--- src/hw/rtl/uva_pkg.sv ---
// Shared constants and types for the unit-vector autocorrelator.
package uva_pkg;

  localparam int NUM_LAGS    = 64;
  localparam int MAX_SAMPLES = 65536;
  localparam int COMP_BITS   = 16;

  localparam int LAG_BITS  = 6;
  localparam int CNT_BITS  = 17;
  localparam int SUM_BITS  = 49;
  localparam int DOT_BITS  = 33;
  localparam int UNIT_BITS = 16;
  localparam int CFG_BITS  = 7;

  typedef logic signed [UNIT_BITS-1:0] unit_t;

  typedef struct packed {
    unit_t ux;
    unit_t uy;
    unit_t uz;
  } uvec_t;

  // Cell control: accumulate a new unit vector, or clear the row.
  typedef struct packed {
    logic  acc;
    logic  clr;
    uvec_t u;
  } cell_ctl_t;

endpackage

--- src/hw/rtl/uva_cell.sv ---
// One lag cell: holds a delayed unit vector and its running dot-product sum.
module uva_cell (
  input  logic                 clk,
  input  logic                 rst,
  input  uva_pkg::cell_ctl_t   ctl,
  input  logic                 en,
  input  uva_pkg::uvec_t       hist_in,
  output uva_pkg::uvec_t       hist_out,
  input  logic                 shift,
  input  logic signed [48:0]   sum_in,
  output logic signed [48:0]   sum_out
);
  import uva_pkg::*;

  uvec_t              hist;
  logic signed [48:0] sum;
  logic signed [31:0] px;
  logic signed [31:0] py;
  logic signed [31:0] pz;
  logic signed [32:0] dot;

  assign px  = ctl.u.ux * hist_in.ux;
  assign py  = ctl.u.uy * hist_in.uy;
  assign pz  = ctl.u.uz * hist_in.uz;
  assign dot = 33'(px) + 33'(py) + 33'(pz);

  always_ff @(posedge clk) begin
    if (rst || ctl.clr) begin
      hist <= '0;
      sum  <= '0;
    end else if (ctl.acc) begin
      hist <= hist_in;
      if (en) sum <= sum + 49'(dot);
    end else if (shift) begin
      sum <= sum_in;
    end
  end

  assign hist_out = hist;
  assign sum_out  = sum;

endmodule

--- config.mk ---
export PLATFORM = sky130hd
export DESIGN_NAME = uva_cell
export DESIGN_NICKNAME = d
export VERILOG_FILES = /design/src/hw/rtl/uva_pkg.sv /design/src/hw/rtl/uva_cell.sv
export SDC_FILE = /design/constraint.sdc
export NUM_CORES = 2
export LEC_CHECK = 0
export BUFFER_PORTS_ARGS = -buffer_cell sky130_fd_sc_hd__buf_2
export CAP_MARGIN = 25
export CORE_ASPECT_RATIO = 0.7
export CORE_MARGIN = 4
export CORE_UTILIZATION = 60
export CTS_CLUSTER_SIZE = 20
export DETAILED_ROUTE_END_ITERATION = 6
export GPL_ROUTABILITY_DRIVEN = 1
export HOLD_SLACK_MARGIN = 0.06
export MAX_ROUTING_LAYER = met4
export PLACE_DENSITY = 0.79
export SYNTH_ARGS = -nofsm -noshare
export SYNTH_HDL_FRONTEND = slang
export SYNTH_SLANG_ARGS = --single-unit
export TNS_END_PERCENT = 30
--- constraint.sdc ---
create_clock -name clk -period 26.2 [get_ports clk]
set_input_delay 1.31 -clock clk [delete_from_list [all_inputs] [get_ports clk]]
set_output_delay 1.31 -clock clk [all_outputs]
set_load 0.01 [all_outputs]
======== Yosys cells after proc, flatten, opt, wreduce, memory -nomap -nowiden ========
Index checks and enable logic that the tools add are counted.
storage, ports and cells
  register bits ........................... 97
  input bits .............................. 151
  output and inout port bits .............. 97
  word-level logic and storage cells ...... 17
operators by class
  $add $sub $neg .......................... 3
  $mul .................................... 3
  eq/ne operators ......................... 1
  multiplexer cells ....................... 3
  reductions and logical operators ........ 3
operator list
  operator                                                number
  2-to-1 mux 49 bit                                       3
  multiplier 16 x 16 -> 32 bit                            3
  adder 49 x 33 -> 49 bit                                 1
  adder 32 x 32 -> 33 bit                                 1
  adder 33 x 32 -> 33 bit                                 1
  inequality test 2 x 1 -> 1 bit (second input constant)  1
  AND reduction 2 bit                                     1
  nonzero test 2 bit                                      1
  logical OR 1 bit                                        1

======== Logic depth before layout (Yosys ltp) ========
  word-level depth ........................ 6
  depth in mapped cells ................... 42
  gate-level depth less buffers ........... 40

======== Worst setup path before layout ========
Ideal clock, no wire load.
  path type ............................... input port to flip-flop
  start ................................... input ctl[15] (netlist bit)
  end ..................................... register sum[41], in the netlist sum_out[41]
  setup time .............................. 0.116 ns
  arrival time ............................ 11.027 ns
  required time ........................... 26.084 ns
  path slack .............................. 15.057 ns
  stages .................................. 36
  buffers on the path ..................... 2
  cells stage by stage .................... clkbuf_1 > nand2_1 > fa_1 > fa_1 > inv_1 > fa_1 > inv_1 > fa_1 > inv_1 > fa_1 > fa_1 > fa_1 > fa_1 > inv_1 > fa_1 > inv_1 > ha_1 > o21ai_0 > a22oi_1 > nand3_1 > nor2_1 > a21oi_1 > o2111ai_1 > nand2_1 > xnor2_1 > ha_1 > clkbuf_1 > a21o_1 > a31oi_1 > o21ai_0 > a221o_1 > a21o_1 > a21oi_2 > o21ai_1 > or3_1 > and3_1
on the way
  cells in the longest elaborated chain, start to end .. 5
RTL lines
  item                          line            RTL
  start: declaration            uva_cell.sv:5   input uva_pkg::cell_ctl_t ctl,
  multiplier 16 x 16 -> 32 bit  uva_cell.sv:24  assign pz = ctl.u.uz * hist_in.uz;
  adder 33 x 32 -> 33 bit       uva_cell.sv:25  assign dot = 33'(px) + 33'(py) + 33'(pz);
  adder 49 x 33 -> 49 bit       uva_cell.sv:33  if (en) sum <= sum + 49'(dot);
  2-to-1 mux 49 bit             uva_cell.sv:33
  2-to-1 mux 49 bit             uva_cell.sv:31  end else if (ctl.acc) begin
  end signal: assignment        uva_cell.sv:33
  end signal: assignment        uva_cell.sv:35  sum <= sum_in;
  end: declaration              uva_cell.sv:16  logic signed [48:0] sum;
Every way passes these cells. The select of a mux whose other input is x is not followed.
A chain may end at the register's enable or synchronous reset.

======== Final worst setup path ========
Same ends and word-level chain as after synthesis.

==> out/results.txt <==
Unique masters post-synth: 70
count leader, synth: inv_1
Synth Warn #: 0
Final TNS setup: 0 ns
synthesis-stage register bit count: 97
max-slew violation count: 0
First-pass DRT Iterations: 5
cts hold-fix bufs: 0
port bufs: 247
RR Endpoint: sum_out[34]
sequential fraction of the synthesis area: 5.29%
Area Growth Syn to Fin: 5.63%
placer's final routability congestion estimate: 0.958
critical path's most frequent cell: fa_1
HP Start: hist_out[13]
root buf cell: clkbuf_16
final hold slack: 0.495 ns
Initial DRC Count: 1983
Yosys top cell area share: 50.1%
Slowest-stage cell, CP: fa_1
Final HPWL DP: 80700 µm
CP peak stage delay: 0.69 ns
largest cells by area after synthesis: fa_1 50%, inv_1 10%, ha_1 8.3%
Arr. time, crit path: 12.07 ns
first-pass GRT wire length: 154000 µm
wire per inst: 18.9 µm
drc violations: 0
ANT nets after route: 0
cell row count: 75
Post-CTS Setup Inserts: 0
reg2reg start: sum_out[0]
number of global-route vias before repair: 29.3k
vias: 27.1k
WL final: 93000 µm
Setup Crit Path Kind: input port to register
CP Max Fanout: 16
Reg2Reg Depth: 12
Overall Global Routing Usage: 30.6%
syn avg cell area: 9.20 µm²
synthesized instance count: 3992
Post-synth EDFFs: 0
die width: 304 µm
Max Freq: 85.0 MHz
Setup Skew: 0.0144 ns
maxcap violations: 0
largest net degree at the start of global routing: 59
PostCTS Resize Cnt: 0
mapped cell area: 36700 µm²
Die ar.: 65300 µm²
# clock sinks: 97
worst-margin pin slew: 0.982 ns
Hold EP: hist_out[13]
number of CTS-inserted buffers: 9
Worst Hold Class: register to register
RSZ-0062 raised after global routing: no
placed cell area: 38500 µm²
R2R setup slack: 22.72 ns
min Tclk post-route: 11.76 ns
Primary FF master, synth: dfxtp_1
Layout fillers: 4913
via density per instance: 5.49
area leader, netlist: fa_1
io pins: 248
Hold Fails Final Rpt: 0
Setup crit end kind: register
clk slew on worst S/H paths: 0.09 ns
CTS H-tree lvls: 3
GRT Residual Overflow: 0
Startpoint Class: input port
die height: 215 µm
TritonCTS clock tree: yes
Final nets: 5426
maximum root-to-sink buffer count: 2
Hold Path Depth: 2
share of cells above drive strength 1: 7.31%
Starting Density: 61.0%
Design Area, Final: 38800 µm²
setup violators final: 0
initial antenna violation count: 9
asr flop ratio synth: 0%
worst relative slew slack: 34.5%
status: finished clean
most common library cells after synthesis: 1017 x inv_1, 919 x fa_1, 458 x nand2_1
Clk Latency, worst-skew pair: 0.41 ns
core area: 60200 µm²
post-synthesis net count: 5307
required time worst endpoint: 26.51 ns
period utilisation layout: 44.9%
## final cells by class
class	instances	area [µm²]	share of cell area (%)
antenna	9	22.5	0.0580
clock buffer	12	256	0.661
clock inverter	4	51.3	0.132
inverter	1020	3830	9.87
multi-input combinational	2730	30400	78.4
sequential	97	1940	5.00
tap	808	1010	2.61
timing repair buffer	253	1280	3.31
## per-layer routing
layer  wire (µm)  vias up  GRT usage (%)  part of all wire, %
li1            -    12000              -                    -
met1       39400    13800           42.9                   42
met2       43000     1158           46.2                   46
met3        7980      158           5.72                  8.6
met4        2590        0           8.69                  2.8
met5           0        -              -                    0
## worst max path at each step
stage / to / from / cells past startpoint / slack, ns
floorplan: sum_out[41] / ctl[15] / 36 / 15.06
global placement: sum_out[35] / ctl[15] / 37 / 14.36
detailed placement: sum_out[43] / ctl[15] / 35 / 14.14
CTS: sum_out[43] / ctl[15] / 35 / 14.55
global route: sum_out[35] / hist_in[0] / 37 / 13.66
finish: sum_out[41] / ctl[15] / 35 / 14.44
## sequential cells by signal, indices dropped and copies added (netlist names)
| name | cells |
|---|---|
| hist_out | 48 |
| sum_out | 49 |
## cells by family (layout without fill, tap and decap cells)
group / after synthesis / after routing / share of synthesized area [%]
multiplexers: 74 / 74 / 2.04
AND/OR/NAND/NOR: 1054 / 1054 / 13.9
buffers and inverters: 1165 / 1289 / 12.0
AO/OA/AOI/OAI: 344 / 344 / 6.05
adder cells (fa/ha/maj): 1164 / 1164 / 58.4
XOR/XNOR: 94 / 94 / 2.29
other: 0 / 9 / 0
flip-flops: 97 / 97 / 5.29
## metrics by stage
stage | setup WS [ns] | utilization, % | cells
2_1_floorplan | 15.06 | - | 3992
6_report | 14.44 | 64.4 | 4933
4_1_cts | 14.55 | 64.4 | 4924
3_5_place_dp | 14.14 | 63.9 | 4908
5_1_grt | 13.66 | 64.4 | 4933
3_3_place_gp | 14.36 | 63.9 | 4908
## worst max-delay path: cells and delay by family
family / cells / cell delay [ns]
buf+inv: 6 / 0.55
xor+xnor: 1 / 0.21
simple gates: 5 / 1.38
compound gates: 12 / 3.20
fa+ha+maj: 11 / 5.42
## layout by cell type, fill, tap and decap left out, types with 24 or more instances in the layout
master	instances
xor2_1	24
dfxtp_1	97
a21oi_1	116
and2_1	355
xnor2_1	69
fa_1	919
nor2b_1	26
nor2_1	119
nand2b_1	27
o21ai_0	56
inv_1	1017
mux2i_1	67
a21o_1	39
nand2_1	458
buf_2	246
ha_1	245
Power is not shown: default switching activity piles up to over one toggle a cycle in this logic, so the estimate is an artifact.
