### config.mk
export PLATFORM = sky130hd
export DESIGN_NAME = uva_norm
export DESIGN_NICKNAME = d
export VERILOG_FILES = /design/src/hw/rtl/uva_pkg.sv /design/src/hw/rtl/uva_norm.sv
export SDC_FILE = /design/constraint.sdc
export NUM_CORES = 1
export LEC_CHECK = 0
export ABC_CLOCK_PERIOD_IN_PS = 7200
export BUFFER_PORTS_ARGS = -buffer_cell sky130_fd_sc_hd__buf_2
export CAP_MARGIN = 10
export CORE_ASPECT_RATIO = 2
export CORE_MARGIN = 2
export CORE_UTILIZATION = 58
export DETAILED_ROUTE_END_ITERATION = 10
export PLACE_DENSITY = 0.78
export SKIP_LAST_GASP = 1
export SLEW_MARGIN = 5
export SYNTH_ARGS = -nofsm -noshare
export SYNTH_HDL_FRONTEND = slang
export SYNTH_SLANG_ARGS = --single-unit
### constraint.sdc
create_clock -name clk -period 7.2 [get_ports clk]
set_input_delay 1.44 -clock clk [delete_from_list [all_inputs] [get_ports clk]]
set_output_delay 1.44 -clock clk [all_outputs]
set_load 0.02 [all_outputs]
### src/hw/rtl/uva_pkg.sv
// Shared constants and types for the unit-vector autocorrelator.
package uva_pkg;

  localparam int NUM_LAGS    = 64;
  localparam int MAX_SAMPLES = 65536;
  localparam int COMP_BITS   = 16;

  localparam int LAG_BITS  = 6;
  localparam int CNT_BITS  = 17;
  localparam int SUM_BITS  = 49;
  localparam int DOT_BITS  = 33;
  localparam int UNIT_BITS = 16;
  localparam int CFG_BITS  = 7;

  typedef logic signed [UNIT_BITS-1:0] unit_t;

  typedef struct packed {
    unit_t ux;
    unit_t uy;
    unit_t uz;
  } uvec_t;

  // Cell control: accumulate a new unit vector, or clear the row.
  typedef struct packed {
    logic  acc;
    logic  clr;
    uvec_t u;
  } cell_ctl_t;

endpackage

### src/hw/rtl/uva_norm.sv
// Normalization unit: square sum, bit-serial square root, per-component division.
module uva_norm (
  input  logic                         clk,
  input  logic                         rst,
  input  logic                         start,
  input  logic signed [15:0]           cx,
  input  logic signed [15:0]           cy,
  input  logic signed [15:0]           cz,
  output logic                         done,
  output uva_pkg::uvec_t               u
);
  import uva_pkg::*;

  localparam logic [2:0] S_IDLE = 3'd0;
  localparam logic [2:0] S_SQ   = 3'd1;
  localparam logic [2:0] S_SQRT = 3'd2;
  localparam logic [2:0] S_DIV  = 3'd3;
  localparam logic [2:0] S_DONE = 3'd4;

  logic [2:0]  state;
  logic [5:0]  step;
  logic [1:0]  comp;
  logic [15:0] mag [3];
  logic [2:0]  neg;
  logic [33:0] sq;
  logic [49:0] rem;
  logic [49:0] rad;
  logic [24:0] root;
  logic [38:0] dnum;
  logic [25:0] drem;
  logic [23:0] quo;
  logic [15:0] res [3];

  logic [51:0] trial;
  logic [26:0] dtrial;
  logic [15:0] sat;

  assign trial  = {rem, rad[49:48]} - {24'd0, root, 2'b01};
  assign dtrial = {drem, dnum[38]} - {2'd0, root};
  assign sat    = (quo > 24'd32767) ? 16'd32767 : quo[15:0];

  always_ff @(posedge clk) begin
    if (rst) begin
      state <= S_IDLE;
    end else begin
      case (state)
        S_IDLE: begin
          if (start) begin
            mag[0] <= cx[15] ? 16'(-cx) : 16'(cx);
            mag[1] <= cy[15] ? 16'(-cy) : 16'(cy);
            mag[2] <= cz[15] ? 16'(-cz) : 16'(cz);
            neg    <= {cz[15], cy[15], cx[15]};
            sq     <= 34'd0;
            comp   <= 2'd0;
            state  <= S_SQ;
          end
        end
        S_SQ: begin
          sq <= sq + 34'(32'(mag[comp]) * 32'(mag[comp]));
          if (comp == 2'd2) begin
            state <= S_SQRT;
            step  <= 6'd0;
            rem   <= 50'd0;
            root  <= 25'd0;
          end else begin
            comp <= comp + 2'd1;
          end
          if (comp == 2'd2) rad <= {sq + 34'(32'(mag[comp]) * 32'(mag[comp])), 16'd0};
        end
        S_SQRT: begin
          rad <= {rad[47:0], 2'b00};
          if (!trial[51]) begin
            rem  <= trial[49:0];
            root <= {root[23:0], 1'b1};
          end else begin
            rem  <= {rem[47:0], rad[49:48]};
            root <= {root[23:0], 1'b0};
          end
          if (step == 6'd24) begin
            state <= S_DIV;
            comp  <= 2'd0;
            step  <= 6'd0;
            dnum  <= {mag[0], 23'd0};
            drem  <= 26'd0;
          end else begin
            step <= step + 6'd1;
          end
        end
        S_DIV: begin
          if (step == 6'd39) begin
            res[comp] <= (root == 25'd0) ? 16'd0 : sat;
            step <= 6'd0;
            drem <= 26'd0;
            quo  <= 24'd0;
            if (comp == 2'd2) begin
              state <= S_DONE;
            end else begin
              comp <= comp + 2'd1;
              dnum <= {mag[comp + 2'd1], 23'd0};
            end
          end else begin
            dnum <= {dnum[37:0], 1'b0};
            if (!dtrial[26]) begin
              drem <= dtrial[25:0];
              quo  <= {quo[22:0], 1'b1};
            end else begin
              drem <= {drem[24:0], dnum[38]};
              quo  <= {quo[22:0], 1'b0};
            end
            step <= step + 6'd1;
          end
        end
        S_DONE: state <= S_IDLE;
        default: state <= S_IDLE;
      endcase
    end
  end

  assign done = (state == S_DONE);
  assign u.ux = neg[0] ? -$signed(res[0]) : $signed(res[0]);
  assign u.uy = neg[1] ? -$signed(res[1]) : $signed(res[1]);
  assign u.uz = neg[2] ? -$signed(res[2]) : $signed(res[2]);

endmodule

# Yosys cells after proc, flatten, opt, wreduce, memory -nomap -nowiden
# Memories as Yosys holds them, arrays and structs flattened. A register that Yosys moved wholly into a read port is not among the register bits.
# Cells that the tools add are included.
# W data, S select, Z words.
[totals]
regBits = 262
latchBits = 0
ramBits = 96
mem_bits_ro = 0
in_bits = 51
out_inout_bits = 49
elab_cells = 107
memories = 2
[op_classes]
add_sub_neg = 11
mul = 1
div_mod_pow = 0
magnitude_cmp = 1
eq_ne = 13
shifts = 0
n_mux = 51
n_bitwise = 1
n_reduce_logical = 16
[mem_list]
columns = ["memory", "depth", "word_bits", "rd", "rd_clocked_by_memory_dff", "write_ports", "line_no", "text"]
rows = [
  ["mag", 3, 16, 3, 1, 3, "uva_norm.sv:23", "logic [15:0] mag [3];"],
  ["res", 3, 16, 3, 0, 1, "uva_norm.sv:32", "logic [15:0] res [3];"],
]
[op_table]
columns = ["op", "n"]
rows = [
  ["$pmux W50 S2", 2],
  ["$mux W50", 3],
  ["$mux W16", 8],
  ["$mux W39", 3],
  ["$neg A16 Y16", 6],
  ["$mux W26", 3],
  ["$pmux W39 S2", 1],
  ["$pmux W34 S2", 1],
  ["$pmux W26 S2", 1],
  ["$sub A52 B27 Y52", 1],
  ["$pmux W25 S2", 1],
  ["$add A34 B32 Y34", 1],
  ["$mux W34", 1],
  ["$mul A16 B16 Y32", 1],
  ["$sub A27 B25 Y27", 1],
  ["$logic_not A25 Y1", 1],
  ["$mux W25", 1],
  ["$gt A24 B15 Y1 const B", 1],
  ["$mux W6", 3],
  ["$pmux W6 S3", 1],
  ["$mux W3", 5],
  ["$reduce_and A3 Y1", 5],
  ["$pmux W3 S4", 1],
  ["$mux W1", 10],
  ["other kinds (20)", 32],
]

# Longest topological paths before layout
[depth]
depth_word = 5
ltp_mapped = 28

# Least setup slack after synthesis
# OpenSTA, ideal clock, no wires.
[synth_timing]
path_kind = "input port to flip-flop"
from = "in rst"
to = "reg rad[16], enable pin"
t_arrival_ns = 6.988
required_time_ns = 6.587
slack_ns = -0.401
cell_stages = 3
n_path_buf = 0
path_cell_list = "nor2_1 nand2_1 a21oi_1"
[synth_via]
elab_chain_len = 2
[synth_lines]
columns = ["element", "line_no", "text"]
rows = [
  ["start: declaration", "uva_norm.sv:4", "input logic rst,"],
  ["$not A1 Y1 (no line)", "n/a", ""],
  ["$reduce_and A3 Y1 (no line)", "n/a", ""],
  ["end signal: assignment", "uva_norm.sv:68", "if (comp == 2'd2) rad <= {sq + 34'(32'(mag[comp]) * 32'(mag[comp])), 16'd0};"],
  ["end signal: assignment", "uva_norm.sv:71", "rad <= {rad[47:0], 2'b00};"],
  ["end: declaration", "uva_norm.sv:27", "logic [49:0] rad;"],
]
# No other way between the ends.
# A chain may end at the register's enable or synchronous reset.

==> reports/results.ini <==
[timing]
worst_slew_pin_slew_ns=1.16
period_needed_ns=7.15
fmax_mhz=140
post_route_clock_skew_ns=0.0145
finalSetupViolations=0
hold_viol_final=0
post_route_fraction_of_the_period_consumed_by_the_critical_path=0.994
tightest_slew_margin_relative_to_the_limit=0.224
setup_total_negative_slack_ns=0
finalMaxSlewViolations=0
slack_of_the_critical_path_ns=0.0460

[yosys]
postSynth.asyncResetShare=0
synthesis.area_per_instance_um2=9.71
synth_most_common_cell=sky130_fd_sc_hd__inv_1
synthDominantCellAreaShare=0.358
post_synth_inst_count=2729
ys_seq_area_frac=0.362
yosys_register_bits=321
number_of_flops_mapped_to_enable_cells_by_yosys=316
post_synth_main_area_contributors=sky130_fd_sc_hd__edfxtp_1 (36%), sky130_fd_sc_hd__fa_1 (15%), sky130_fd_sc_hd__ha_1 (7.9%), sky130_fd_sc_hd__inv_1 (5.4%), sky130_fd_sc_hd__nand2_1 (4.4%)
syn-cell-area_um2=26500
synth_cell_types=74
netlist.top_cell.by_area=sky130_fd_sc_hd__edfxtp_1
synth.yosys.warnings=0
synth_commonest_cells=sky130_fd_sc_hd__inv_1 (379), sky130_fd_sc_hd__edfxtp_1 (316), sky130_fd_sc_hd__nand2_1 (310)
synth_flop_cell=sky130_fd_sc_hd__edfxtp_1

[detailed_routing]
drtPass1Iterations=5
detail_route.drc_violations=0
via_per_inst=6.02
post_drt_wl_per_cell_um=20.5
postRouteWirelength_mm=70.0
drt_iter0_markers=1407
vias=20533
ant_nets=0

[min_path]
hp-class=reg2reg
timing.hold.worst_path_depth=2
min_from=rad[16]

[finish]
area_growth_syn_to_layout_pct=8.96
num-fill-cells=3601
nNetsFinal=3235
drive_above_1_share=0.0928
sequential_cell_area_um2=9590
multiInputGateArea_um2=15200

[cts]
worst_setup_hold_path_clk_slew_ns=0.08
cts.htree.levels=1
tritoncts_clock_tree=done
cts-root-to-sink-buffers=3
clock_sinks=321
cts.hold.buffers_added=0
tritoncts.num_buffers=30
worstSkewPairLatency_ns=0.59
cts-root-buf=sky130_fd_sc_hd__clkbuf_16

[place]
routabilityCongestion=0.969
detailed_place_hpwl_mm=55.1
pre_cts_ws_ns=-0.0226
io_buffers=99

[global_route]
grt_pass1_vias=21469
grt_max_degree=82
grt-ovfl-total=0
groute.usage.overall=0.294
antenna_found_initial=5
grt_pass1_wl_mm=110

[floorplanning]
fp-row-count=110
count_of_boundary_i_o_pins=100
die_y_um=306
start_util=0.587
die_width_um=155
core-area_um2=45100
floorplan.die_area_um2=47500

[setup_path]
critical_path_capture_point_type=register
critPathLaunchType=register
setup.worst_path.class=reg2reg
worst-r2r-cell-count=24
worstPathRequired_ns=7.47
cp.arrival_ns=7.43
path_max_fanout=10

[job]
maxCapViolations=0

[run_status]
run_status=completed

[metal layers]
layer | track usage | wire length, um | vias up
li1 | - | - | 9469
met1 | 0.295 | 23200 | 10063
met4 | 0.183 | 5140 | 2
met5 | 0 | 16 | -
met3 | 0.0276 | 2690 | 295
met2 | 0.570 | 39000 | 704
[path summary, 6_finish.rpt]
path                                end  slack, ns
worst max-delay path            rad[34]       0.05
worst min register to register  rad[18]       0.52
worst max register to register  rad[34]       0.05
worst min-delay path            rad[18]       0.52
[final cells by class]
| cell class | count | share of cell area |
|---|---|---|
| clock inverter | 23 | 0.00676 |
| timing repair buffer | 161 | 0.0343 |
| multi-input combinational | 1925 | 0.525 |
| antenna | 2 | 0.000173 |
| tap | 560 | 0.0243 |
| inverter | 383 | 0.0499 |
| sequential | 321 | 0.332 |
| clock buffer | 33 | 0.0271 |
[flip-flops by register name (all words and copies together) (netlist names), named ones only]
register,cells
dnum,16
quo,24
state,3
step,6
root,25
rem,50
res,48
comp,2
rad,34
neg,3
mag,48
drem,26
sq,34
[cell families after synthesis]
group	count (synthesis)	synth area share
and+or+nand+nor	826	0.143
AOI/OAI and AO/OA	520	0.127
buffers and inverters	485	0.0693
adders and majority gates	362	0.226
DFF	321	0.362
xor gates and xnor gates	157	0.0519
muxes	57	0.0216
other	1	0.000141
[layout by cell type, fill, tap and decap left out, types with 20 or more instances in the layout]
master	netlist	routed
sky130_fd_sc_hd__nor2_1	233	231
sky130_fd_sc_hd__o31ai_1	32	32
sky130_fd_sc_hd__nor3_1	36	31
sky130_fd_sc_hd__buf_4	3	59
sky130_fd_sc_hd__buf_2	4	99
sky130_fd_sc_hd__xor2_1	34	34
sky130_fd_sc_hd__clkbuf_16	0	31
sky130_fd_sc_hd__a31oi_1	25	25
sky130_fd_sc_hd__a21o_1	45	45
sky130_fd_sc_hd__o21a_1	39	36
sky130_fd_sc_hd__nand2b_1	38	38
sky130_fd_sc_hd__xnor2_1	123	123
sky130_fd_sc_hd__edfxtp_1	316	316
sky130_fd_sc_hd__and3_1	21	20
sky130_fd_sc_hd__nand2_1	310	309
sky130_fd_sc_hd__and2_1	40	39
sky130_fd_sc_hd__mux2i_1	56	56
sky130_fd_sc_hd__inv_1	379	376
sky130_fd_sc_hd__nand3_1	37	37
sky130_fd_sc_hd__o21ai_0	121	117
sky130_fd_sc_hd__ha_1	168	165
sky130_fd_sc_hd__or4_1	22	22
sky130_fd_sc_hd__fa_1	194	193
sky130_fd_sc_hd__a21oi_1	148	145
[what timing repair did]
item,4_1_cts,5_1_grt
gates resized for setup,2,26
pin swaps,0,5
buffers inserted,0,5
endpoints found under the setup margin,3,26
[worst max-delay path, cell delays in order (launching register included)]
cell and delay (ns):
sky130_fd_sc_hd__dfxtp_4 0.38, sky130_fd_sc_hd__buf_4 0.16, sky130_fd_sc_hd__mux2i_1 0.13, sky130_fd_sc_hd__o21a_1 0.24, sky130_fd_sc_hd__inv_1 0.16, sky130_fd_sc_hd__buf_4 0.21
sky130_fd_sc_hd__nand2_1 0.09, sky130_fd_sc_hd__fa_1 0.55, sky130_fd_sc_hd__fa_1 0.56, sky130_fd_sc_hd__inv_1 0.05, sky130_fd_sc_hd__fa_1 0.51, sky130_fd_sc_hd__fa_1 0.46
sky130_fd_sc_hd__fa_1 0.55, sky130_fd_sc_hd__inv_1 0.06, sky130_fd_sc_hd__fa_1 0.53, sky130_fd_sc_hd__inv_1 0.05, sky130_fd_sc_hd__ha_2 0.33, sky130_fd_sc_hd__a21o_1 0.21
sky130_fd_sc_hd__a2111o_1 0.29, sky130_fd_sc_hd__a21oi_1 0.22, sky130_fd_sc_hd__o31a_1 0.23, sky130_fd_sc_hd__o21bai_1 0.09, sky130_fd_sc_hd__a21oi_1 0.26, sky130_fd_sc_hd__xor2_1 0.33
sky130_fd_sc_hd__o21ai_0 0.18
[per-stage QoR]
| step | instances | util | instance area (um^2) | hold WS (ns) |
|---|---|---|---|---|
| floorplan | 2731 | - | 26500 | 0.484 |
| global placement | 3345 | 0.616 | 27800 | 0.491 |
| detailed placement | 3345 | 0.616 | 27800 | 0.498 |
| CTS | 3401 | 0.638 | 28800 | 0.516 |
| global route | 3408 | 0.640 | 28900 | 0.531 |
| finish | 3408 | 0.640 | 28900 | 0.523 |
Power is not shown: default switching activity piles up to over one toggle a cycle in this logic, so the estimate is an artifact.
