===== config.mk =====
export PLATFORM = sky130hd
export DESIGN_NAME = uva_mean
export DESIGN_NICKNAME = d
export VERILOG_FILES = /design/src/hw/rtl/uva_pkg.sv /design/src/hw/rtl/uva_mean.sv
export SDC_FILE = /design/constraint.sdc
export NUM_CORES = 1
export LEC_CHECK = 0
export ABC_AREA = 1
export BUFFER_PORTS_ARGS = -buffer_cell sky130_fd_sc_hd__buf_2
export CAP_MARGIN = 10
export CELL_PAD_IN_SITES_DETAIL_PLACEMENT = 1
export CELL_PAD_IN_SITES_GLOBAL_PLACEMENT = 2
export CORE_ASPECT_RATIO = 1.2
export CORE_UTILIZATION = 36
export DETAILED_ROUTE_END_ITERATION = 10
export GPL_TIMING_DRIVEN = 0
export PLACE_DENSITY_LB_ADDON = 0.12
export SLEW_MARGIN = 5
export SYNTH_ARGS = -nofsm -noshare
export SYNTH_HDL_FRONTEND = slang
export SYNTH_SLANG_ARGS = --single-unit

===== constraint.sdc =====
create_clock -name clk -period 8.45 [get_ports clk]
set_clock_uncertainty 0.2 [all_clocks]
set_input_delay 0 -clock clk [delete_from_list [all_inputs] [get_ports clk]]
set_output_delay 0 -clock clk [all_outputs]
set_load 0.01 [all_outputs]

===== src/hw/rtl/uva_pkg.sv =====
// Shared constants and types for the unit-vector autocorrelator.
package uva_pkg;

  localparam int NUM_LAGS    = 64;
  localparam int MAX_SAMPLES = 65536;
  localparam int COMP_BITS   = 16;

  localparam int LAG_BITS  = 6;
  localparam int CNT_BITS  = 17;
  localparam int SUM_BITS  = 49;
  localparam int DOT_BITS  = 33;
  localparam int UNIT_BITS = 16;
  localparam int CFG_BITS  = 7;

  typedef logic signed [UNIT_BITS-1:0] unit_t;

  typedef struct packed {
    unit_t ux;
    unit_t uy;
    unit_t uz;
  } uvec_t;

  // Cell control: accumulate a new unit vector, or clear the row.
  typedef struct packed {
    logic  acc;
    logic  clr;
    uvec_t u;
  } cell_ctl_t;

endpackage


===== src/hw/rtl/uva_mean.sv =====
// Emission divider: rounded sum / (n * 2^15), saturated to Q1.15.
module uva_mean (
  input  logic                clk,
  input  logic                rst,
  input  logic                start,
  input  logic signed [48:0]  sum,
  input  logic [16:0]         n,
  output logic                done,
  output logic signed [15:0]  corr
);
  import uva_pkg::*;

  logic        busy;
  logic [5:0]  step;
  logic        neg;
  logic        zero;
  logic [48:0] num;
  logic [32:0] den;
  logic [33:0] rem;
  logic [33:0] quo;
  logic [48:0] mag;
  logic [34:0] trial;

  assign mag   = sum[48] ? 49'(-sum) : 49'(sum);
  assign trial = {rem, num[48]} - {2'd0, den};

  always_ff @(posedge clk) begin
    if (rst) begin
      busy <= 1'b0;
      done <= 1'b0;
    end else begin
      done <= !start && busy && (step == 6'd48);
      if (start) begin
        busy <= 1'b1;
        step <= 6'd0;
        neg  <= sum[48];
        zero <= (n == 17'd0);
        num  <= mag + 49'({n, 14'd0});
        den  <= {n, 15'd0};
        rem  <= 34'd0;
        quo  <= 34'd0;
      end else if (busy) begin
        num <= {num[47:0], 1'b0};
        if (!trial[34]) begin
          rem <= trial[33:0];
          quo <= {quo[32:0], 1'b1};
        end else begin
          rem <= {rem[32:0], num[48]};
          quo <= {quo[32:0], 1'b0};
        end
        if (step == 6'd48) begin
          busy <= 1'b0;
        end else begin
          step <= step + 6'd1;
        end
      end
    end
  end

  always_comb begin
    if (zero) begin
      corr = '0;
    end else if (neg) begin
      corr = (quo > 34'd32768) ? -16'sd32768 : -$signed(quo[15:0]);
    end else begin
      corr = (quo > 34'd32767) ? 16'sd32767 : $signed(quo[15:0]);
    end
  end

endmodule


# Word level (Yosys, flattened, before mapping)
# Cells that the tools add are included.
# classes
n_reduce_logical	8
n_bitwise	1
n_addsub	5
order_cmp	2
n_mux	16
n_eq_ne	2
# op_table
cell	n
two-way mux 49 bit	3
two-way mux 34 bit	3
two-way mux 16 bit	4
adder 49 x 31 -> 49 bit	1
negation 49 bit	1
subtractor 35 x 32 -> 35 bit	1
greater-than comparator 34 x 15 -> 1 bit (second input constant)	1
greater-than comparator 34 x 16 -> 1 bit (second input constant)	1
zero test 17 bit	1
negation 16 bit	1
two-way mux 6 bit	2
adder 6 x 1 -> 6 bit (second input constant)	1
== test 6 bit (second input constant)	1
two-way mux 1 bit	4
AND reduction 2 bit	2
AND reduction 3 bit	1
logical AND 1 bit	2
inequality test 2 bit (second input constant)	1
nonzero test 2 bit	1
zero test 1 bit	1
inverter 1 bit	1
# totals
ff_bits	144
inputBits	69
wordCells	43
out_inout_bits	17

# Logic depth before layout (Yosys ltp)
# Gate-level depths: netlist (run 1).
# depth
word_depth	4
ltp_mapped	24
mapped_depth_nobuf	24

# Least setup slack after synthesis (run 1)
# Ideal clock, no wire load.
# synth_timing
path_kind	input -> register
startpoint	input port start
endpoint	register step[0] (enable)
setup_time_ps	336
path_slack_ps	1026
stages	6
t_arrival_ps	6888
path_cell_list	clkbuf_1 clkinv_1 clkbuf_1 a21oi_1 nand2_1 inv_1
# synth_between
elab_chain_cells	2
# synth_rtl
item	line	rtl
start, declared	uva_mean.sv:5	input logic start,
inequality test 2 bit (no source line) or nonzero test 2 bit (tied branches)	-	
AND reduction 3 bit (no source line) *	-	
end signal, assigned	uva_mean.sv:54	step <= step + 6'd1;
end, declared	uva_mean.sv:14	logic [5:0] step;
# Every way passes the cells marked *; elsewhere a longest branch is shown, timed or not.
# A chain may end at the register's enable or synchronous reset.

# Worst setup path in the final report (run 1)
# layout_timing
startpoint	input port sum[48]
endpoint	register num[48], data pin
# layout_between
elab_chain_cells	4
# layout_rtl
item	line	rtl
start, declared	uva_mean.sv:6	input logic signed [48:0] sum,
negation 49 bit	uva_mean.sv:24	assign mag = sum[48] ? 49'(-sum) : 49'(sum);
two-way mux 49 bit *	uva_mean.sv:24	
adder 49 x 31 -> 49 bit *	uva_mean.sv:38	num <= mag + 49'({n, 14'd0});
two-way mux 49 bit *	uva_mean.sv:33	if (start) begin
end signal, assigned	uva_mean.sv:38	
end signal, assigned	uva_mean.sv:43	num <= {num[47:0], 1'b0};
end, declared	uva_mean.sv:17	logic [48:0] num;
# Marked as above.

==> results.cfg, run 1 <==
[logic_synthesis]
synth_area_mm2 = 0.0100
synth-async-reset-ratio = 0
synth_top_cells_by_area = edfxtp_1 43%, nand2_1 11%, nor2_1 5.9%
synth_top_area_frac = 0.425
synth_cell_types = 46
ys.flop_type = edfxtp_1
ys_seq_area_frac = 0.429
syn_avg_cell_area_um2 = 7.95
synth.top_cells.by_count = 290 x nand2_1, 158 x nor2_1, 157 x inv_1, 142 x edfxtp_1, 74 x o21ai_0
ys_warn_count = 0
ys_ff_latch = 144
syn_inst = 1262
syn_nets = 1371
synth_edf_count = 142
yosysMostFrequentCell = nand2_1
yosys.area.top_type = edfxtp_1

[place]
placed_cells = 1691
place_ws_ns = 3.75
port-buffer-count = 84
place.gp.congestion = 0.904
hpwl_um = 25200

[routing]
wl_met1_um = 13800
wire_per_inst_um = 18.1
drt-total-wl_um = 32000
drt-initial-drc-count = 325
route.met3.wl_um = 703
vias_per_cell = 5.13
ant_nets = 0
drt_pre_antenna_iters = 4
top_layer = met4
met2_length_um = 16700
num_vias = 9060
drc = 0

[setup_path]
path_class = input pin to flip-flop
critPathCaptureType = flip-flop
required_ns = 8.44
worstPathMaxFanout = 10
critPathLaunchType = input pin
reg2reg_depth = 14
cp.arrival_ns = 5.23

[floorplanning]
die_w_um = 154
initial_core_util = 0.368
die_h_um = 185
die_area_mm2 = 0.0285
rows = 66
io_pins = 86
coreArea_mm2 = 0.0273

[global_routing]
grt_pass1_wl_um = 51800
globalRouteOverflowTotal = 0
antenna_found_initial = 0
grt_pass1_vias = 9724
grt_start_max_net_pins = 27
track_usage = 0.239

[timing]
finalHoldViolCount = 0
setup_viol = 0
rsz0062_at_grt = no
setup_ws_ns = 3.21
finalCriticalPeriod_ns = 5.24
fin_crit_sh = 0.620
worstMarginPinSlew_ns = 0.981
maxSlewViolCount = 0
slew_headroom = 0.345
fmax_mhz = 191

[pwr]
power_density_mw_per_mm2 = 175
p_total_uw = 2110
ir_drop_mv = 0.121
p_leak_uw = 0.00527

[cells_and_area]
fin_nets = 1523
utilization = 0.442
drive_above_1_share = 0.141
final_cells = 1767
diodes = 0
area_delta_synth_final_pct = 20.0

[clock_tree]
clockBufferDepth = 2
clk_pin_slew_ns = 0.07
h-tree-depth = 4
cts_sinks = 144
clockRootBuffer = clkbuf_16
postCtsSetupRepairBufs = 0
cts_buffers = 17
cts_tree = yes
clk_latency_ns = 0.44

[hold_path]
hold_path_depth = 6
worstHoldPathType = input pin to flip-flop

[run]
drv_cap = 0

[run_status]
status = completed
[critical path, stage by stage]
cell and delay, ns:
dlygate4sd3_1 0.53, buf_2 0.13, buf_2 0.28, buf_2 0.33
buf_2 0.29, clkbuf_1 0.57, o21ai_0 0.32, xnor2_1 0.24
fa_1 0.46, nand3_1 0.09, nand2_1 0.11, nand2_1 0.08
nand2_1 0.13, nand3_1 0.16, a21oi_1 0.12, inv_1 0.10
nor2_1 0.05, nor2_1 0.31, nor2_4 0.08, nand3_1 0.09
nand3_1 0.08, nand2_1 0.09, dlygate4sd3_1 0.54, inv_1 0.04
[layout make-up]
type	count	area [µm²]
buffer	31	129
clock buffer	18	439
clock inverter	14	146
fill	3398	15200
inverter	163	612
multi-input combinational	924	5000
sequential	144	4300
tap	340	425
timing repair buffer	133	983
[power by group]
group,switching (µW),total (µW),internal (µW)
Combinational,301,473,172
Sequential,22.8,878,855
Clock,338,761,423
[layout by cell type (no fill, tap or decap), types with 3 or more instances in the layout]
cell type,n
nand3_1,73
nand2_1,290
buf_2,94
clkbuf_1,17
a211oi_1,7
clkbuf_16,17
a21o_1,3
nand2_4,3
ha_1,38
nand2_2,24
dlygate4sd3_1,44
edfxtp_1,142
a21oi_1,65
o21ai_0,74
o31ai_1,5
buf_16,3
inv_1,157
o21bai_1,6
a31oi_1,9
nand3_2,8
xnor2_1,33
or2_2,3
nand4_1,21
inv_6,6
nor3_1,16
nor2_2,11
nor4_1,10
clkinvlp_4,3
o21ai_1,4
nor2_4,7
buf_1,4
xor2_1,35
nor2_1,157
a221oi_1,3
inv_2,4
[logic make-up after synthesis]
logic type / Yosys count / synth area share
xor gates and xnor gates: 68 / 0.0594
buffers and inverters: 194 / 0.0739
and+or+nand+nor: 633 / 0.285
DFF: 144 / 0.429
adders and majority gates: 40 / 0.0514
AOI/OAI and AO/OA: 183 / 0.102
[sequential cells by signal, indices dropped and copies added, names as in the netlist]
signal / cells
den: 17
done: 1
step: 6
quo: 34
neg: 1
rem: 34
busy: 1
zero: 1
num: 49
[per-stage QoR]
stage	hold slack [ns]	instance area [µm²]	TNS (ns)
finish	0.0211	12000	0
global route	0.0750	12000	0
CTS	0.000585	12000	0
detailed placement	0.0186	11000	0
global placement	0.0282	10900	-248.16
floorplan	-0.123	10000	0
[path summary, 6_finish.rpt]
kind | endpoint | startpoint | slack [ns]
worst max register to register | rem[33]$_SDFFCE_PP0P_ | rem[14]$_SDFFCE_PP0P_ | 5.42
worst max-delay path | num[48]$_DFFE_PP_ | sum[48] | 3.21
worst min register to register | num[38]$_DFFE_PP_ | num[37]$_DFFE_PP_ | 0.32
worst min-delay path | num[40]$_DFFE_PP_ | sum[40] | 0.02
[timing repair]
item	in CTS	in global routing
hold buffers	44	0
gates resized for setup	0	0
hold endpoints to repair	83	0
endpoints found under the setup margin	0	0
[routing by layer]
metal  global-route usage  vias to the layer above
li1                     -                     4500
met3               0.0314                       50
met2                0.451                      129
met5                    0                        -
met4               0.0816                        0
met1                0.276                     4381
Note: power is estimated with default switching activity, not from simulation.
==> run 2, diff against run 1 <==
--- a/config.mk
+++ b/config.mk
@@ -11,7 +11,7 @@
 export CELL_PAD_IN_SITES_DETAIL_PLACEMENT = 1
 export CELL_PAD_IN_SITES_GLOBAL_PLACEMENT = 2
 export CORE_ASPECT_RATIO = 1.2
-export CORE_UTILIZATION = 36
+export CORE_UTILIZATION = 33
 export DETAILED_ROUTE_END_ITERATION = 10
 export GPL_TIMING_DRIVEN = 0
 export PLACE_DENSITY_LB_ADDON = 0.12
==> constraint.sdc (replaced) <==
create_clock -name clk -period 4.3 [get_ports clk]
set_clock_uncertainty 0.2 [all_clocks]
set_input_delay 0 -clock clk [delete_from_list [all_inputs] [get_ports clk]]
set_output_delay 0 -clock clk [all_outputs]
set_load 0.01 [all_outputs]
==> run 2 against run 1 <==
Net effect: setup slack worse by 2.7 ns; critical path type unchanged; clock power is 97% higher; flip-flop and latch count stayed put; via count is 1.4% lower; global-route usage is 2.3 points lower; first-iteration DRC count is 16% higher; combinational power is 95% higher; critical path depth stayed put; core utilization is 3.7 points lower; final cell count is 2.6% higher; die area is 9.0% higher.
==> results.cfg, run 2 (synthesis results as in run 1) <==
[timing]
rsz0062_at_grt = no
setup_ws_ns = 0.473
maxSlewViolCount = 0
setup_viol = 0
fmax_mhz = 261
fin_crit_sh = 0.890
setup-tns-final_ns = 0
finalCriticalPeriod_ns = 3.83
worstMarginPinSlew_ns = 0.860
slew_headroom = 0.427
finalHoldViolCount = 0

[setup_path]
reg2reg_depth = 11
path_class = input pin to flip-flop
rr_startpoint = den[15]$_DFFE_PP_
cp.arrival_ns = 3.83
crit_slowest_cell = dlygate4sd3_1
rrSetupSlack_ns = 1.27
rr_endpoint = rem[29]$_SDFFCE_PP0P_
worstPathMaxFanout = 7
max_stage_delay_ns = 0.52
crit_top_cell = nand2_1
required_ns = 4.30
critPathLaunchType = input pin
path_cells = dlygate4sd3_1 > buf_2 > inv_1 > ha_1 > nand2_2 > nor2_8 > nand3_2 > nand2_2 > xnor2_1 > ha_1 > fa_1 > nand3_1 > nand2_1 > nand2_1 > nand2_1 > nand3_1 > a21oi_1 > nand3_1 > nand3_1 > nand2_1 > nor2_1 > nand2_1 > nand3_1 > nand2_1
critPathCaptureType = flip-flop

[pwr]
power_density_mw_per_mm2 = 343
p_sw_uw = 1250
seqPwrFrac = 0.416
p_sw_frac = 0.302
combPwrFrac = 0.223
internal_power_uw = 2890
p_leak_uw = 0.00525
ir_drop_mv = 0.231
p_clk_frac = 0.361

[clock_tree]
h-tree-depth = 4
post_cts_resized = 0
cts_sinks = 144
cts_buffers = 17
clockRootBuffer = clkbuf_16
clockBufferDepth = 2
clk_pin_slew_ns = 0.07
cts_tree = yes
clk_latency_ns = 0.44

[run_status]
status = completed

[routing]
drt_pre_antenna_iters = 4
ant_nets = 0
drt-initial-drc-count = 378
drt-total-wl_um = 31900
num_vias = 8932
drc = 0
wire_per_inst_um = 17.6
vias_per_cell = 4.93

[global_routing]
track_usage = 0.216
grt_pass1_wl_um = 50900
grt_start_max_net_pins = 27
grt_pass1_vias = 9440
globalRouteOverflowTotal = 0
antenna_found_initial = 0

[hold_path]
worstHoldPathType = input pin to flip-flop
hold_start = sum[43]
holdPathEnd = num[43]$_DFFE_PP_
hold_path_depth = 6

[place]
place.gp.congestion = 0.859
place_ws_ns = -0.433
port-buffer-count = 84
placed_cells = 1742
place_area_mm2 = 0.0111
hpwl_um = 25600

[cells_and_area]
stdcell_area_mm2 = 0.0121
final_cells = 1813
largest_reg_flops = 49
fin_nets = 1520
regMostFlops = num
diodes = 0
reg_top3 = num x49, quo x34, rem x34
mostFrequentLayoutCells = 290 x nand2_1, 157 x inv_1, 157 x nor2_1, 142 x edfxtp_1, 94 x buf_2
drive_above_1_share = 0.140
area_delta_synth_final_pct = 20.3
mostFrequentLayoutCell = nand2_1

[run]
drv_cap = 0

[floorplanning]
die_h_um = 193
rows = 69
io_pins = 86
die_w_um = 161
coreArea_mm2 = 0.0298
initial_core_util = 0.337
die_area_mm2 = 0.0311
[run 2: cell types whose count changed in the layout (fill, tap and decap cells not counted), sizes merged]
| cell | change |
|---|---|
| clkinv | +2 |
| inv | -5 |
| clkinvlp | -1 |
| buf | +1 |
| bufinv | +1 |
| dlygate4sd3 | -3 |
| clkbuf | +1 |
[run 2: how the worst max path moves through the flow]
stage	endpoint	slack, ns	cells after the start	startpoint
4_1_cts	num[44]$_DFFE_PP_	0.04	21	sum[48]
5_1_grt	num[44]$_DFFE_PP_	0.08	24	sum[0]
2_1_floorplan	step[0]$_SDFFCE_PP0P_	0.79	6	start
3_5_place_dp	num[44]$_DFFE_PP_	-0.43	21	sum[48]
3_3_place_gp	step[3]$_SDFFCE_PP0P_	-0.86	6	start
6_report	num[44]$_DFFE_PP_	0.47	24	sum[0]
[run 2: area by class of cell]
cell class              count  area [µm²]
plain buffers              30         125
multi-input cells         924        5000
clock buffers              20         447
clock inverters            11         133
inverters                 163         612
repair buffers            131         961
well taps                 390         488
fillers                  3634       17700
flip-flops and latches    144        4300
[run 2: power by group through the flow]
| stage | logic (µW) | clock network, µW | registers, µW |
|---|---|---|---|
| after floorplan | 608 | 0 | 1740 |
| after global placement | 875 | 0 | 1760 |
| after detailed placement | 905 | 0 | 1750 |
| after CTS | 938 | 1530 | 1730 |
| after global routing | 1040 | 1560 | 1740 |
| final | 922 | 1500 | 1720 |
[run 2: metrics by stage]
step | power [µW] | hold slack (ns) | utilization
after floorplan | 2350 | -0.123 | -
after global placement | 2630 | 0.0352 | 0.368
after detailed placement | 2660 | 0.0278 | 0.372
after CTS | 4190 | 0.00152 | 0.405
after global routing | 4350 | 0.0496 | 0.405
final | 4140 | 0.0142 | 0.405
[run 2: worst max-delay path, delay by kind of cell]
family	cells	cell delay (ns)
adders and majority gates	3	0.73
and+or+nand+nor	16	1.97
xor gates and xnor gates	1	0.15
buffers and inverters	3	0.71
AOI/OAI and AO/OA	1	0.25
[run 2: routing by layer]
metal / wire, µm / vias to the layer above / track usage
met3: 712 / 36 / 0.0278
met4: 706 / 0 / 0.0722
met1: 13600 / 4285 / 0.247
met5: 0 / - / 0
met2: 16900 / 118 / 0.411
li1: - / 4493 / -
[run 2: what timing repair did]
action / CTS / global route
hold buffers: 41 / 0
endpoints found under the setup margin: 0 / 11
buffers inserted: 0 / 0
hold endpoints to repair: 74 / 0
==> run 3, diff against run 2 <==
--- a/config.mk
+++ b/config.mk
@@ -11,7 +11,8 @@
 export CELL_PAD_IN_SITES_DETAIL_PLACEMENT = 1
 export CELL_PAD_IN_SITES_GLOBAL_PLACEMENT = 2
 export CORE_ASPECT_RATIO = 1.2
-export CORE_UTILIZATION = 33
+export CORE_UTILIZATION = 34
+export CTS_BUF_LIST = sky130_fd_sc_hd__clkbuf_8
 export DETAILED_ROUTE_END_ITERATION = 10
 export GPL_TIMING_DRIVEN = 0
 export PLACE_DENSITY_LB_ADDON = 0.12
==> run 3 against run 2 <==
Net effect: die area decreased by 2.9%; hold slack improved by 0.0087 ns; setup slack got worse by 0.086 ns; via count increased by 0.38%; final area decreased by 0.64%; critical path type unchanged; highest routed layer unchanged.
==> results.cfg, run 3 (synthesis results as in run 1) <==
[setup_path]
cp.arrival_ns = 3.94
rr_startpoint = rem[14]$_SDFFCE_PP0P_
cp_num_cells = 25
rr_endpoint = rem[29]$_SDFFCE_PP0P_
worstPathMaxFanout = 7
critPathCaptureType = flip-flop
max_stage_delay_ns = 0.53
rrSetupSlack_ns = 1.22
required_ns = 4.33
reg2reg_depth = 12
path_class = input pin to flip-flop
crit_slowest_cell = dlygate4sd3_1
critPathLaunchType = input pin
crit_family = simple AND/OR/NAND/NOR gates
startpoint = sum[0]
critPathBufInv = 5

[cells_and_area]
area_delta_synth_final_pct = 19.5
drive_above_1_share = 0.140
fin_nets = 1529
regMostFlops = num
diodes = 0
mostFrequentLayoutCells = 290 x nand2_1, 157 x inv_1, 157 x nor2_1, 142 x edfxtp_1, 94 x buf_2
reg_top3 = num x49, quo x34, rem x34
largest_reg_flops = 49
fill_cells = 3583
final_cells = 1818
mostFrequentLayoutCell = nand2_1

[clock_tree]
postCtsSetupRepairBufs = 0
clockRootBuffer = clkbuf_8
clk_pin_slew_ns = 0.08
cts_buffers = 17
cts_tree = yes
post_cts_resized = 0
clockBufferDepth = 2
clk_latency_ns = 0.47
cts_sinks = 144
h-tree-depth = 4

[timing]
finalCriticalPeriod_ns = 3.91
setup_viol = 0
rsz0062_at_grt = no
fin_crit_sh = 0.910
maxSlewViolCount = 0
fmax_mhz = 256
finalHoldViolCount = 0
worstMarginPinSlew_ns = 0.889
slew_headroom = 0.408

[global_routing]
grt_pass1_wl_um = 51100
grt_start_max_net_pins = 25
grt_use_met1 = 0.261
busiest_layer = met2
grt_pass1_vias = 9554
use_met3 = 0.0312
track_usage = 0.220
grt.met2_usage = 0.402
antenna_found_initial = 0
globalRouteOverflowTotal = 0

[pwr]
p_leak_uw = 0.00523
power_density_mw_per_mm2 = 316
p_total_uw = 3780
ir_drop_mv = 0.141

[routing]
drt_pre_antenna_iters = 4
vias_per_cell = 4.93
wire_per_inst_um = 17.6
drc = 0
drt-initial-drc-count = 321
num_vias = 8966
ant_nets = 0
drt-total-wl_um = 32100

[run]
drv_cap = 0

[place]
hpwl_um = 25600
port-buffer-count = 84
placed_cells = 1738
place.gp.congestion = 0.869

[hold_path]
worstHoldPathType = input pin to flip-flop
hold_start = sum[35]
hold_path_depth = 5
holdPathEnd = num[35]$_DFFE_PP_

[floorplanning]
initial_core_util = 0.347
io_pins = 86
die_area_mm2 = 0.0302
die_w_um = 159
die_h_um = 190
coreArea_mm2 = 0.0289
rows = 68

[run_status]
status = completed
## run 3: changes by cell type in the layout (fill, tap and decap cells not counted), sizes merged
cell,delta
dlygate4sd3,+8
clkbuf,-3
clkinv,+3
inv,+3
clkinvlp,-2
buf,+1
## run 3: per-stage QoR
step	setup TNS (ns)	worst slack [ns]	utilization	hold slack, ns	cell area [µm²]
5_1_grt	0	0.138	0.414	0.0586	12000
6_report	0	0.388	0.414	0.0229	12000
3_3_place_gp	-55.19	-0.859	0.378	0.0163	10900
4_1_cts	0	0.213	0.415	0.00378	12000
3_5_place_dp	-2.55	-0.302	0.384	0.0313	11100
2_1_floorplan	0	0.787	-	-0.123	10000
## run 3: worst min-delay path: stages
cell	delay (ns)
buf_2	0.11
nand3_1	0.09
nand2_2	0.13
xor2_1	0.08
o21ai_0	0.15
## run 3: timing repair
action,4_1_cts,5_1_grt
hold buffers,49,0
endpoints found under the hold margin,130,0
setup endpoints to repair,0,1
## run 3: worst max-delay path by stage
stage               slack, ns                    end
floorplan                0.79  step[0]$_SDFFCE_PP0P_
global placement        -0.86  step[3]$_SDFFCE_PP0P_
detailed placement      -0.30      num[44]$_DFFE_PP_
CTS                      0.21      num[44]$_DFFE_PP_
global route             0.14      num[44]$_DFFE_PP_
finish                   0.39      num[48]$_DFFE_PP_
## run 3: area by class of cell
type                       count  area, µm²  share of cell area
timing repair buffer         140       1080              0.0897
clock buffer                  17        234              0.0195
inverter                     163        612              0.0510
buffer                        30        125              0.0104
tap                          385        482              0.0402
multi-input combinational    924       5000               0.417
sequential                   144       4300               0.359
clock inverter                15        159              0.0133
## run 3: power by group
| part | switching [µW] | total, µW | internal, µW |
|---|---|---|---|
| Combinational | 588 | 933 | 345 |
| Sequential | 44.8 | 1720 | 1680 |
| Clock | 604 | 1130 | 524 |
| Total | 1240 | 3780 | 2550 |
## run 3: per-layer routing
layer / up-vias / routed length, µm / part of all wire
met5: - / 0 / 0
met4: 0 / 910 / 0.028
met3: 50 / 980 / 0.031
met2: 138 / 16400 / 0.51
met1: 4267 / 13700 / 0.43
li1: 4511 / - / -
